--- src/design/nwa_pkg.sv ---
// Shared constants, types and helper functions of the NFA word acceptor.
package nwa_pkg;

  // Automaton size
  localparam int NUM_STATES  = 32;
  localparam int NUM_SYMBOLS = 256;

  // Fixed field widths of the item and of the registers
  localparam int STATE_W = 5;
  localparam int SYM_W   = 8;
  localparam int FINAL_W = 32;

  // Table geometry: one row of NUM_STATES bits per (state, symbol) pair
  localparam int IDX_W       = $clog2(NUM_STATES);
  localparam int SIDX_W      = $clog2(NUM_SYMBOLS);
  localparam int ADDR_W      = IDX_W + SIDX_W;
  localparam int TABLE_DEPTH = NUM_STATES << SIDX_W;

  // Configuration port
  localparam int CFG_ADDR_W = 3;
  localparam int CFG_DATA_W = 32;

  typedef enum logic [1:0] {
    CMD_ADD   = 2'd0,
    CMD_FEED  = 2'd1,
    CMD_END   = 2'd2,
    CMD_CLEAR = 2'd3
  } cmd_e;

  typedef enum logic [1:0] {
    ST_CLEAR,
    ST_IDLE,
    ST_ADD_WR,
    ST_FEED
  } st_e;

  typedef enum logic {
    REG_INITIAL = 1'b0,
    REG_FINAL   = 1'b1
  } reg_e;

  typedef struct packed {
    logic [STATE_W-1:0] initial_state;
    logic [FINAL_W-1:0] final_mask;
  } cfg_t;

  // One-hot set for a state index; empty when the index names no state
  function automatic logic [NUM_STATES-1:0] state_bit(input logic [STATE_W-1:0] s);
    logic [NUM_STATES-1:0] set_v;
    set_v = '0;
    for (int i = 0; i < NUM_STATES; i++) begin
      set_v[i] = (int'(s) == i);
    end
    return set_v;
  endfunction

  // Final states restricted to the automaton's size
  function automatic logic [NUM_STATES-1:0] final_set(input logic [FINAL_W-1:0] mask);
    return NUM_STATES'(mask);
  endfunction

  // Index of the lowest set bit (priority encoder)
  function automatic logic [IDX_W-1:0] lowest_idx(input logic [NUM_STATES-1:0] v);
    logic [IDX_W-1:0] idx;
    idx = '0;
    for (int i = NUM_STATES - 1; i >= 0; i--) begin
      if (v[i]) idx = IDX_W'(i);
    end
    return idx;
  endfunction

endpackage

--- src/design/nwa_apb.sv ---
// APB-style configuration registers: initial state and final-state mask.
module nwa_apb (
  input  logic                           clk_i,
  input  logic                           rst_ni,
  input  logic                           psel,
  input  logic                           penable,
  input  logic                           pwrite,
  input  logic [nwa_pkg::CFG_ADDR_W-1:0] paddr,
  input  logic [nwa_pkg::CFG_DATA_W-1:0] pwdata,
  output logic [nwa_pkg::CFG_DATA_W-1:0] prdata,
  output logic                           pready,
  output nwa_pkg::cfg_t                  cfg_o
);

  logic [nwa_pkg::STATE_W-1:0] initial_q, initial_d;
  logic [nwa_pkg::FINAL_W-1:0] final_q, final_d;
  nwa_pkg::reg_e               reg_sel;
  logic                        wr_en;

  assign pready  = 1'b1;
  assign reg_sel = nwa_pkg::reg_e'(paddr[2]);
  assign wr_en   = psel && penable && pwrite && pready;

  // Register write decode
  always_comb begin
    initial_d = initial_q;
    final_d   = final_q;
    if (wr_en) begin
      unique case (reg_sel)
        nwa_pkg::REG_INITIAL: initial_d = pwdata[nwa_pkg::STATE_W-1:0];
        nwa_pkg::REG_FINAL:   final_d   = pwdata[nwa_pkg::FINAL_W-1:0];
      endcase
    end
  end

  always_ff @(posedge clk_i or negedge rst_ni) begin
    if (!rst_ni) begin
      initial_q <= '0;
      final_q   <= '0;
    end else begin
      initial_q <= initial_d;
      final_q   <= final_d;
    end
  end

  // Read mux
  always_comb begin
    unique case (reg_sel)
      nwa_pkg::REG_INITIAL: prdata = nwa_pkg::CFG_DATA_W'(initial_q);
      nwa_pkg::REG_FINAL:   prdata = nwa_pkg::CFG_DATA_W'(final_q);
    endcase
  end

  assign cfg_o.initial_state = initial_q;
  assign cfg_o.final_mask    = final_q;

endmodule

--- config.mk ---
export PLATFORM = sky130hd
export DESIGN_NAME = nwa_apb
export DESIGN_NICKNAME = d
export VERILOG_FILES = /design/src/design/nwa_pkg.sv /design/src/design/nwa_apb.sv
export SDC_FILE = /design/constraint.sdc
export NUM_CORES = 1
export LEC_CHECK = 0
export BUFFER_PORTS_ARGS = -buffer_cell sky130_fd_sc_hd__buf_2
export CORE_MARGIN = 4
export CORE_UTILIZATION = 42
export CTS_CLUSTER_SIZE = 16
export DETAILED_ROUTE_END_ITERATION = 10
export GPL_ROUTABILITY_DRIVEN = 0
export PLACE_DENSITY = 0.77
export SLEW_MARGIN = 30
export SYNTH_ARGS = -nofsm -noshare
export SYNTH_HDL_FRONTEND = slang
export SYNTH_SLANG_ARGS = --single-unit
--- constraint.sdc ---
create_clock -name clk_i -period 1.26 [get_ports clk_i]
set_input_delay 0.252 -clock clk_i [delete_from_list [all_inputs] [get_ports clk_i]]
set_output_delay 0.252 -clock clk_i [all_outputs]
set_load 0.05 [all_outputs]
==> implementation parameters, run 1 <==
Parameter                              Value

Outcome
  Status ... finished with violations
  Violations in the final reports ... negative setup slack

Timing
  Final Max Tran Viols ... 0
  Period utilization ... 1.09
  Max Freq ... 0.731 GHz
  Unrepaired setup endpoints after global routing ... true
  Hold Vio Cnt, Final ... 0
  Shortest clock period the worst path allows after layout ... 1.37 ns
  Setup clock skew after layout ... 0 ns
  Smallest setup slack after layout ... -0.109 ns
  Endpoints failing setup ... 6
  Worst hold-check slack ... 0.205 ns

Run
  Number of maximum-capacitance constraint violations ... 0

Worst setup path
  Arrival time worst endpoint ... 1.12 ns
  Worst path cell trace ... mux2_2 -> buf_6
  Type of the worst setup path ... reg2out
  CP peak stage delay ... 0.41 ns
  Nature of the critical path startpoint ... register
  Max Fanout on Critical Path ... 2
  Slowest cell on the critical path ... dfrtp_2
  Req. time, crit path ... 1.01 ns
  Sort of element at the end of the critical path ... output port

Cells and area
  Number of antenna repair diodes ... 0
  Most frequent cells in the layout ... buf_2, mux2_4, buf_8
  Share of the core filled with cells ... 0.770
  Fraction of final layout cells with drive strength greater than 1 ... 0.870
  Synthesis-to-layout area growth ... 75.6%
  Most common library cell in the layout ignoring fill and taps ... buf_2
  Net count reported at finish ... 293
  Total of fill cells in the finished design ... 266

Floorplanning
  Core ar. ... 0.00403 mm^2
  Floorplan row count ... 23
  Effective utilization at floorplan ... 0.439
  Horizontal die dimension ... 72.9 um
  Die Ht ... 72.9 um
  I/O Pins ... 110
  Area enclosed by the die boundary ... 0.00531 mm^2

Place
  Count of input and output buffers ... 106
  Worst Setup Slack post-DPL ... -0.114 ns
  Post-DP HPWL ... 3130 um

Global routing
  GR Overflow Total ... 0
  Wire length of the first global-routing pass ... 7330 um
  Maximum number of pins on one net before global-route repair ... 38
  Initial antenna violation count ... 0
  All-Layer GR Usage ... 0.180
  Via count of the first global-routing pass ... 1545

Clock tree
  Clock H-tree levels ... 2
  Clock latency on the worst-skew pair ... 0.27 ns
  Clock sink count ... 37
  CTS Root Cell ... clkbuf_8
  Number of buffers created by CTS ... 5
  Clock-pin slew on the worst setup and hold paths ... 0.07 ns
  Maximum buffer depth of the clock tree ... 2
  TritonCTS clock tree ... yes

Logic synthesis
  Average size of a mapped cell ... 15.2 um^2
  Multiplexer share of the synthesized area ... 0.331
  Number of storage elements in the synthesis netlist ... 37
  Basic-gate share of the synthesized area counting and, or, nand and nor cells ... 0.113
  Register area share after synthesis ... 0.524
  Post-synthesis cell count ... 116
  Synthesized net count ... 156
  Area fraction in compound gates after synthesis ... 0
  Xor and xnor fraction of the mapped netlist area ... 0
  Yosys warns ... 0
  Mapped cell area ... 0.00177 mm^2
  Number of library cell types mapped by synthesis ... 10
  Combinational family with the most area after synthesis ... multiplexers
  Post-synthesis share of cell area spent on full adders, half adders and majority gates ... 0

Power
  Leak Pwr ... 0.00165 uW
  Total power per unit cell area ... 1880 mW/mm^2
  Worst IR drop on VDD ... 0.000917 V
  Total Power ... 5830 uW

Detailed routing
  Via/cell ratio ... 4.65
  Number of remaining DRC errors ... 0
  Via count of the routed design ... 1413
  Number of nets still failing antenna checks after routing ... 0
  Drt wl/cell ... 15.4 um
  Overall routed net length ... 4670 um
  Pre-Repair DR Iteration Count ... 2
  Drt initial violations ... 33

Worst hold path
  Worst min-delay path category ... in2reg
-- layout make-up --
cell class | instances | area (um^2) | area share
Multi-Input combinational cell | 72 | 860 | 0.277
Timing Repair Buffer | 137 | 1160 | 0.374
Clock buffer | 8 | 80.1 | 0.0258
Sequential cell | 37 | 938 | 0.303
Tap cell | 50 | 62.6 | 0.0202
-- layer usage --
metal,track usage,wire length [um],vias to the layer above
met1,0.203,1740,694
met4,0.0492,17,0
met2,0.336,2590,53
met3,0.0441,318,2
met5,0,0,-
li1,-,-,664
-- state kept, by name, indices dropped and copies added, names as in the netlist --
register	flops
initial_q	5
final_q	32
-- final timing paths --
kind                                    startpoint                      end  slack, ns  depth (start not counted)
max in group asynchronous                   rst_ni   final_q[2]$_DFFE_PN0P_       0.59                          3
hold / removal                           pwdata[8]   final_q[8]$_DFFE_PN0P_       0.20                          2
setup reg to reg           final_q[25]$_DFFE_PN0P_  final_q[25]$_DFFE_PN0P_       0.25                          3
setup / recovery            final_q[4]$_DFFE_PN0P_                prdata[4]      -0.11                          2
hold reg to reg             final_q[0]$_DFFE_PN0P_   final_q[0]$_DFFE_PN0P_       0.53                          1
min in group asynchronous                   rst_ni  final_q[30]$_DFFE_PN0P_       0.47                          3
-- through the flow --
| step | TNS [ns] | cells | area (um^2) |
|---|---|---|---|
| after floorplan | 0 | 116 | 1810 |
| after global placement | -3.94 | 270 | 2440 |
| after detailed placement | -4.71 | 270 | 2440 |
| after CTS | -0.557 | 299 | 3030 |
| after global routing | -0.754 | 304 | 3100 |
| final | -0.505 | 304 | 3100 |
-- synthesized netlist by cell type (all sizes together) --
cell	n	area, um^2
dfrtp	37	926
buf	4	41.3
conb	1	3.75
and2	27	169
nand4b	1	8.76
nand4	1	21.3
clkbuf	3	11.3
mux2	42	586
-- cells by family (layout without fill, tap and decap cells) --
family / count (synthesis) / after routing
flops: 37 / 37
other cells: 1 / 1
simple gates: 29 / 29
mux: 42 / 42
buf+inv: 7 / 145
-- power breakdown --
part,switching [uW],internal [uW]
registers,202,1460
clock network,377,393
logic,2010,1390
total,2590,3250
-- worst max-delay path, delay by kind of cell, from the launching register on --
kind / cells / cell delay (ns)
buffers and inverters: 1 / 0.15
flip-flops: 1 / 0.41
multiplexers: 1 / 0.28
-- what timing repair did --
action | 4_1_cts | 5_1_grt
gates cloned | 0 | 0
setup buffers | 20 | 5
hold endpoints to repair | 37 | 0
resized for setup | 122 | 11
pin swaps | 0 | 24
setup endpoints to repair | 32 | 37
hold buffers | 1 | 0
Power figures use the tool's default switching activity.
==> inputs of run 2 (changes only) <==
--- a/config.mk
+++ b/config.mk
@@ -13,4 +13,5 @@
 export GPL_ROUTABILITY_DRIVEN = 0
 export PLACE_DENSITY = 0.77
+export SKIP_LAST_GASP = 1
 export SLEW_MARGIN = 30
 export SYNTH_ARGS = -nofsm -noshare
==> constraint.sdc (replaced) <==
create_clock -name clk_i -period 1.26 [get_ports clk_i]
set_input_delay 0.063 -clock clk_i [delete_from_list [all_inputs] [get_ports clk_i]]
set_output_delay 0.063 -clock clk_i [all_outputs]
set_load 0.05 [all_outputs]
==> implementation parameters, run 2 (same netlist as run 1, synthesis figures left out) <==
Parameter                              Value

Outcome
  Status ... completed

Place
  Count of input and output buffers ... 106 (unchanged)
  Number of placed instances with taps included ... 270 (unchanged)
  Post-DP HPWL ... 3110 um (-0.71%)

Power
  Cell internal power dissipation ... 2610 uW (-20%)
  Total power per unit cell area ... 1980 mW/mm^2 (+5.3%)
  Net switching power ... 2440 uW (-5.6%)
  Fraction of power consumed by sequential logic ... 0.327 (+0.041)
  Leak Pwr ... 0.00143 uW (-13%)
  Proportion of power drawn by combinational gates ... 0.521 (-0.061)
  Fraction of power spent switching nets ... 0.484 (+0.0400)
  Worst IR drop on VDD ... 0.00132 V (+44%)
  Portion of total power attributed to the clock network ... 0.153 (+0.021)

Clock tree
  Clock H-tree levels ... 2 (unchanged)
  Number of buffers created by CTS ... 5 (unchanged)
  Maximum buffer depth of the clock tree ... 2 (unchanged)
  Clock-pin slew on the worst setup and hold paths ... 0.07 ns (about the same)
  Clock sink count ... 37 (unchanged)
  CTS Root Cell ... clkbuf_8
  TritonCTS clock tree ... yes
  Clock latency on the worst-skew pair ... 0.28 ns (about the same)

Timing
  Max Freq ... 0.811 GHz (+11%)
  Final Max Tran Viols ... 0 (unchanged)
  Hold Vio Cnt, Final ... 0 (unchanged)
  Shortest clock period the worst path allows after layout ... 1.23 ns (-0.136 ns)
  Setup clock skew after layout ... 0 ns (unchanged)
  Endpoints failing setup ... 0 (-6)
  Period utilization ... 0.978 (-0.108)
  Unrepaired setup endpoints after global routing ... true

Cells and area
  Final standard cell count with taps included and fillers excluded ... 287 (-5.6%)
  Synthesis-to-layout area growth ... 44.5%
  Fraction of final layout cells with drive strength greater than 1 ... 0.679 (-0.191)
  Largest register FFs ... 32 (unchanged)
  Most common library cell in the layout ignoring fill and taps ... buf_2
  Net count reported at finish ... 276 (-5.8%)
  Largest registers ... final_q (32), initial_q (5)
  Top register by number of flip-flops ... final_q
  Number of antenna repair diodes ... 0 (unchanged)
  Share of the core filled with cells ... 0.634 (-0.136)
  Most frequent cells in the layout ... buf_2, dfrtp_1, mux2_4

Floorplanning
  Core ar. ... 0.00403 mm^2 (unchanged)
  Effective utilization at floorplan ... 0.439 (unchanged)
  I/O Pins ... 110 (unchanged)
  Area enclosed by the die boundary ... 0.00531 mm^2 (unchanged)
  Floorplan row count ... 23 (unchanged)
  Die Ht ... 72.9 um (unchanged)
  Horizontal die dimension ... 72.9 um (unchanged)

Detailed routing
  Number of nets still failing antenna checks after routing ... 0 (unchanged)
  Via count of the routed design ... 1302 (-7.9%)
  Number of remaining DRC errors ... 0 (unchanged)
  Pre-Repair DR Iteration Count ... 2 (unchanged)
  Drt wl/cell ... 14.6 um (-4.9%)
  Via/cell ratio ... 4.54 (-2.4%)
  Drt initial violations ... 31 (-6.1%)
  Overall routed net length ... 4190 um (-10%)

Global routing
  Via count of the first global-routing pass ... 1334 (-14%)
  Wire length of the first global-routing pass ... 6420 um (-12%)
  Maximum number of pins on one net before global-route repair ... 21 (-45%)
  All-Layer GR Usage ... 0.160 (-0.0203)
  Initial antenna violation count ... 0 (unchanged)
  GR Overflow Total ... 0 (unchanged)

Worst hold path
  Worst min-delay path category ... in2reg
  WHS Path Cells ... 2 (unchanged)

Worst setup path
  Sort of element at the end of the critical path ... output port
  Arrival time worst endpoint ... 1.17 ns (+0.05 ns)
  Max Fanout on Critical Path ... 3 (+1)
  Type of the worst setup path ... reg2out
  Nature of the critical path startpoint ... register
  Count of cells along the worst register-to-register path ... 1 (-2)
  Req. time, crit path ... 1.20 ns (+0.19 ns)

Run
  Number of maximum-capacitance constraint violations ... 0 (unchanged)
[run 2: power groups by stage]
stage | combinational, uW | sequential (uW) | clock, uW
floorplan | 1090 | 2570 | 0
global placement | 2580 | 1660 | 0
detailed placement | 2600 | 1660 | 0
CTS | 2620 | 1650 | 807
global route | 2730 | 1690 | 879
finish | 2630 | 1650 | 771
[run 2: metal layers]
| metal | share of wire | global-route usage | vias up |
|---|---|---|---|
| li1 | - | - | 628 |
| met1 | 0.40 | 0.203 | 607 |
| met2 | 0.50 | 0.256 | 56 |
| met3 | 0.072 | 0.0372 | 11 |
| met4 | 0.027 | 0.0820 | 0 |
| met5 | 0 | 0 | - |
[run 2: what timing repair did]
item / 4_1_cts / 5_1_grt
setup endpoints to repair: 0 / 4
buffers inserted: 0 / 0
resized for setup: 0 / 8
endpoints found under the hold margin: 21 / 4
hold buffers: 5 / 4
[run 2: final cells by class]
type                    instances  area [um^2]
clock buffers                   6         72.6
flip-flops and latches         37          926
fillers                       346         1480
clock inverters                 2         10.0
multi-input cells              72          788
repair buffers                120          693
well taps                      50         62.6
[run 2: metrics by stage]
step	setup slack (ns)	cell area (um^2)	hold WS [ns]	total power, uW	TNS (ns)
3_3_place_gp	0.186	2370	0.0233	4230	0
3_5_place_dp	0.162	2370	0.0242	4260	0
4_1_cts	0.0168	2500	0.00000316	5070	0
2_1_floorplan	0.0800	1770	-0.233	3660	0
6_report	0.0276	2550	0.0102	5050	0
5_1_grt	-0.0175	2550	0.0000464	5300	-0.0220
[run 2: critical path: stages (launching register included)]
cell     delay [ns]
dfrtp_1        0.42
mux2_2         0.28
buf_4          0.19
[run 2: path summary, 6_finish.rpt]
| path | slack (ns) | startpoint | to |
|---|---|---|---|
| min reg2reg | 0.53 | final_q[23]$_DFFE_PN0P_ | final_q[23]$_DFFE_PN0P_ |
| max | 0.03 | final_q[3]$_DFFE_PN0P_ | prdata[3] |
| min | 0.01 | pwdata[8] | final_q[8]$_DFFE_PN0P_ |
| max reg2reg | 0.47 | final_q[1]$_DFFE_PN0P_ | final_q[1]$_DFFE_PN0P_ |
| max in group asynchronous | 0.55 | rst_ni | final_q[1]$_DFFE_PN0P_ |
| min in group asynchronous | 0.26 | rst_ni | final_q[23]$_DFFE_PN0P_ |
==> inputs of run 3 (changes only) <==
- PLACE_DENSITY: 0.77 -> unset
- PLACE_DENSITY_LB_ADDON: unset -> 0.05
==> implementation parameters, run 3 (same netlist as run 1, synthesis figures left out) <==
Parameter                              Value

Outcome
  Status ... completed

Cells and area
  Net count reported at finish ... 268 (-2.9%)
  Most frequent cells in the layout ... buf_2, dfrtp_1, mux2_4
  Most common library cell in the layout ignoring fill and taps ... buf_2
  Final standard cell area without fillers ... 0.00246 mm^2 (-3.6%)
  Synthesis-to-layout area growth ... 39.2%
  Number of antenna repair diodes ... 0 (unchanged)
  Fraction of final layout cells with drive strength greater than 1 ... 0.694 (+0.0150)
  Final standard cell count with taps included and fillers excluded ... 279 (-2.8%)
  Top register by number of flip-flops ... final_q
  Largest registers ... final_q (32), initial_q (5)
  Largest register FFs ... 32 (unchanged)

Global routing
  All-Layer GR Usage ... 0.156 (-0.00375)
  Maximum number of pins on one net before global-route repair ... 24 (+14%)
  GR Overflow Total ... 0 (unchanged)
  Wire length of the first global-routing pass ... 6440 um (+0.42%)
  Initial antenna violation count ... 0 (unchanged)
  Via count of the first global-routing pass ... 1370 (+2.7%)

Worst setup path
  CP endpoint ... prdata[1]
  Arrival time worst endpoint ... 1.15 ns (-0.02 ns)
  Nature of the critical path startpoint ... register
  Sort of element at the end of the critical path ... output port
  CP peak stage delay ... 0.40 ns (-0.02 ns)
  Start point of the critical path ... final_q[1]$_DFFE_PN0P_
  Max Fanout on Critical Path ... 3 (unchanged)
  Count of cells along the worst register-to-register path ... 1 (unchanged)
  Type of the worst setup path ... reg2out
  Buffers and inverters on the worst path ... 1 (unchanged)
  Flop2flop setup slack ... 0.48 ns (about the same)
  Reg2reg end ... initial_q[3]$_DFFE_PN0P_
  Top Family by Delay on Critical Path ... flip-flops
  Start of the worst register-to-register path ... initial_q[3]$_DFFE_PN0P_
  Worst path cell trace ... mux2_2 -> buf_2
  Cell depth of the worst setup path ... 2 (unchanged)
  Req. time, crit path ... 1.20 ns (about the same)
  Slowest cell on the critical path ... dfrtp_1

Worst hold path
  WHS Path Cells ... 2 (unchanged)
  Worst min-delay path category ... in2reg

Timing
  Endpoints failing setup ... 0 (unchanged)
  Period utilization ... 0.959 (-0.0190)
  Unrepaired setup endpoints after global routing ... false
  Final Max Tran Viols ... 0 (unchanged)
  Setup clock skew after layout ... 0 ns (unchanged)
  Total Neg Setup Slack ... 0 ns (unchanged)
  Max Freq ... 0.828 GHz (+2.0%)
  Worst hold-check slack ... 0.0131 ns (+0.00284 ns)
  Hold Vio Cnt, Final ... 0 (unchanged)
  Shortest clock period the worst path allows after layout ... 1.21 ns (-0.0240 ns)

Power
  Worst IR drop on VDD ... 0.00113 V (-14%)
  Total power per unit cell area ... 2030 mW/mm^2 (+2.4%)
  Leak Pwr ... 0.00139 uW (-2.9%)

Clock tree
  TritonCTS clock tree ... yes
  Clock-pin slew on the worst setup and hold paths ... 0.07 ns (about the same)
  Clock latency on the worst-skew pair ... 0.27 ns (about the same)
  CTS Root Cell ... clkbuf_8
  Clock H-tree levels ... 2 (unchanged)
  Number of buffers created by CTS ... 5 (unchanged)
  Maximum buffer depth of the clock tree ... 2 (unchanged)
  Clock sink count ... 37 (unchanged)

Place
  Number of placed instances with taps included ... 270 (unchanged)
  Count of input and output buffers ... 106 (unchanged)
  Placed instance area ... 0.00237 mm^2 (unchanged)
  Post-DP HPWL ... 3040 um (-2.2%)

Run
  Number of maximum-capacitance constraint violations ... 0 (unchanged)

Floorplanning
  Floorplan row count ... 23 (unchanged)
  Effective utilization at floorplan ... 0.439 (unchanged)
  I/O Pins ... 110 (unchanged)
  Horizontal die dimension ... 72.9 um (unchanged)
  Area enclosed by the die boundary ... 0.00531 mm^2 (unchanged)
  Core ar. ... 0.00403 mm^2 (unchanged)
  Die Ht ... 72.9 um (unchanged)

Detailed routing
  Number of remaining DRC errors ... 0 (unchanged)
  Number of nets still failing antenna checks after routing ... 0 (unchanged)
  Via count of the routed design ... 1302 (unchanged)
  Via/cell ratio ... 4.67 (+2.9%)
  Overall routed net length ... 4000 um (-4.4%)
  Drt initial violations ... 56 (+81%)
  Drt wl/cell ... 14.4 um (-1.7%)
  Pre-Repair DR Iteration Count ... 4 (+2)
run 3: metal layers:
layer	up-vias	GRT usage	routed length (um)
li1	611	-	-
met1	616	0.199	1620
met2	69	0.252	1930
met3	6	0.0468	414
met4	0	0.0594	40
met5	-	0	0
run 3: where the power goes:
group	switching [uW]	total [uW]	internal [uW]	leakage, uW
clock network	361	753	392	0.0000395
logic	1850	2590	739	0.000907
registers	190	1640	1450	0.000444
total	2400	4990	2580	0.00139
run 3: stage by stage:
| step | utilization | worst slack [ns] | total power (uW) |
|---|---|---|---|
| CTS | 0.611 | 0.0321 | 5060 |
| global placement | 0.588 | 0.181 | 4240 |
| floorplan | - | 0.0800 | 3660 |
| detailed placement | 0.588 | 0.161 | 4270 |
| finish | 0.611 | 0.0515 | 4990 |
| global route | 0.611 | 0.00782 | 5220 |
run 3: worst min path at each step:
| stage | startpoint | to | slack, ns |
|---|---|---|---|
| after floorplan | rst_ni | final_q[0]$_DFFE_PN0P_ | -0.23 |
| after global placement | rst_ni | final_q[25]$_DFFE_PN0P_ | 0.01 |
| after detailed placement | rst_ni | final_q[23]$_DFFE_PN0P_ | 0.02 |
| after CTS | pwdata[31] | final_q[31]$_DFFE_PN0P_ | 0.004 |
| after global routing | pwdata[24] | final_q[24]$_DFFE_PN0P_ | 0.01 |
| final | pwdata[8] | final_q[8]$_DFFE_PN0P_ | 0.01 |
run 3: what timing repair did:
| action | CTS | global route |
|---|---|---|
| setup buffers | 0 | 0 |
| resized for setup | 0 | 0 |
| endpoints found under the hold margin | 16 | 0 |
| hold buffers | 1 | 0 |
run 3: area by class of cell:
cell class / count / area (um^2)
flip-flops and latches: 37 / 926
clock buffers: 8 / 80.1
repair buffers: 112 / 603
multi-input cells: 72 / 788
fillers: 353 / 1570
well taps: 50 / 62.6
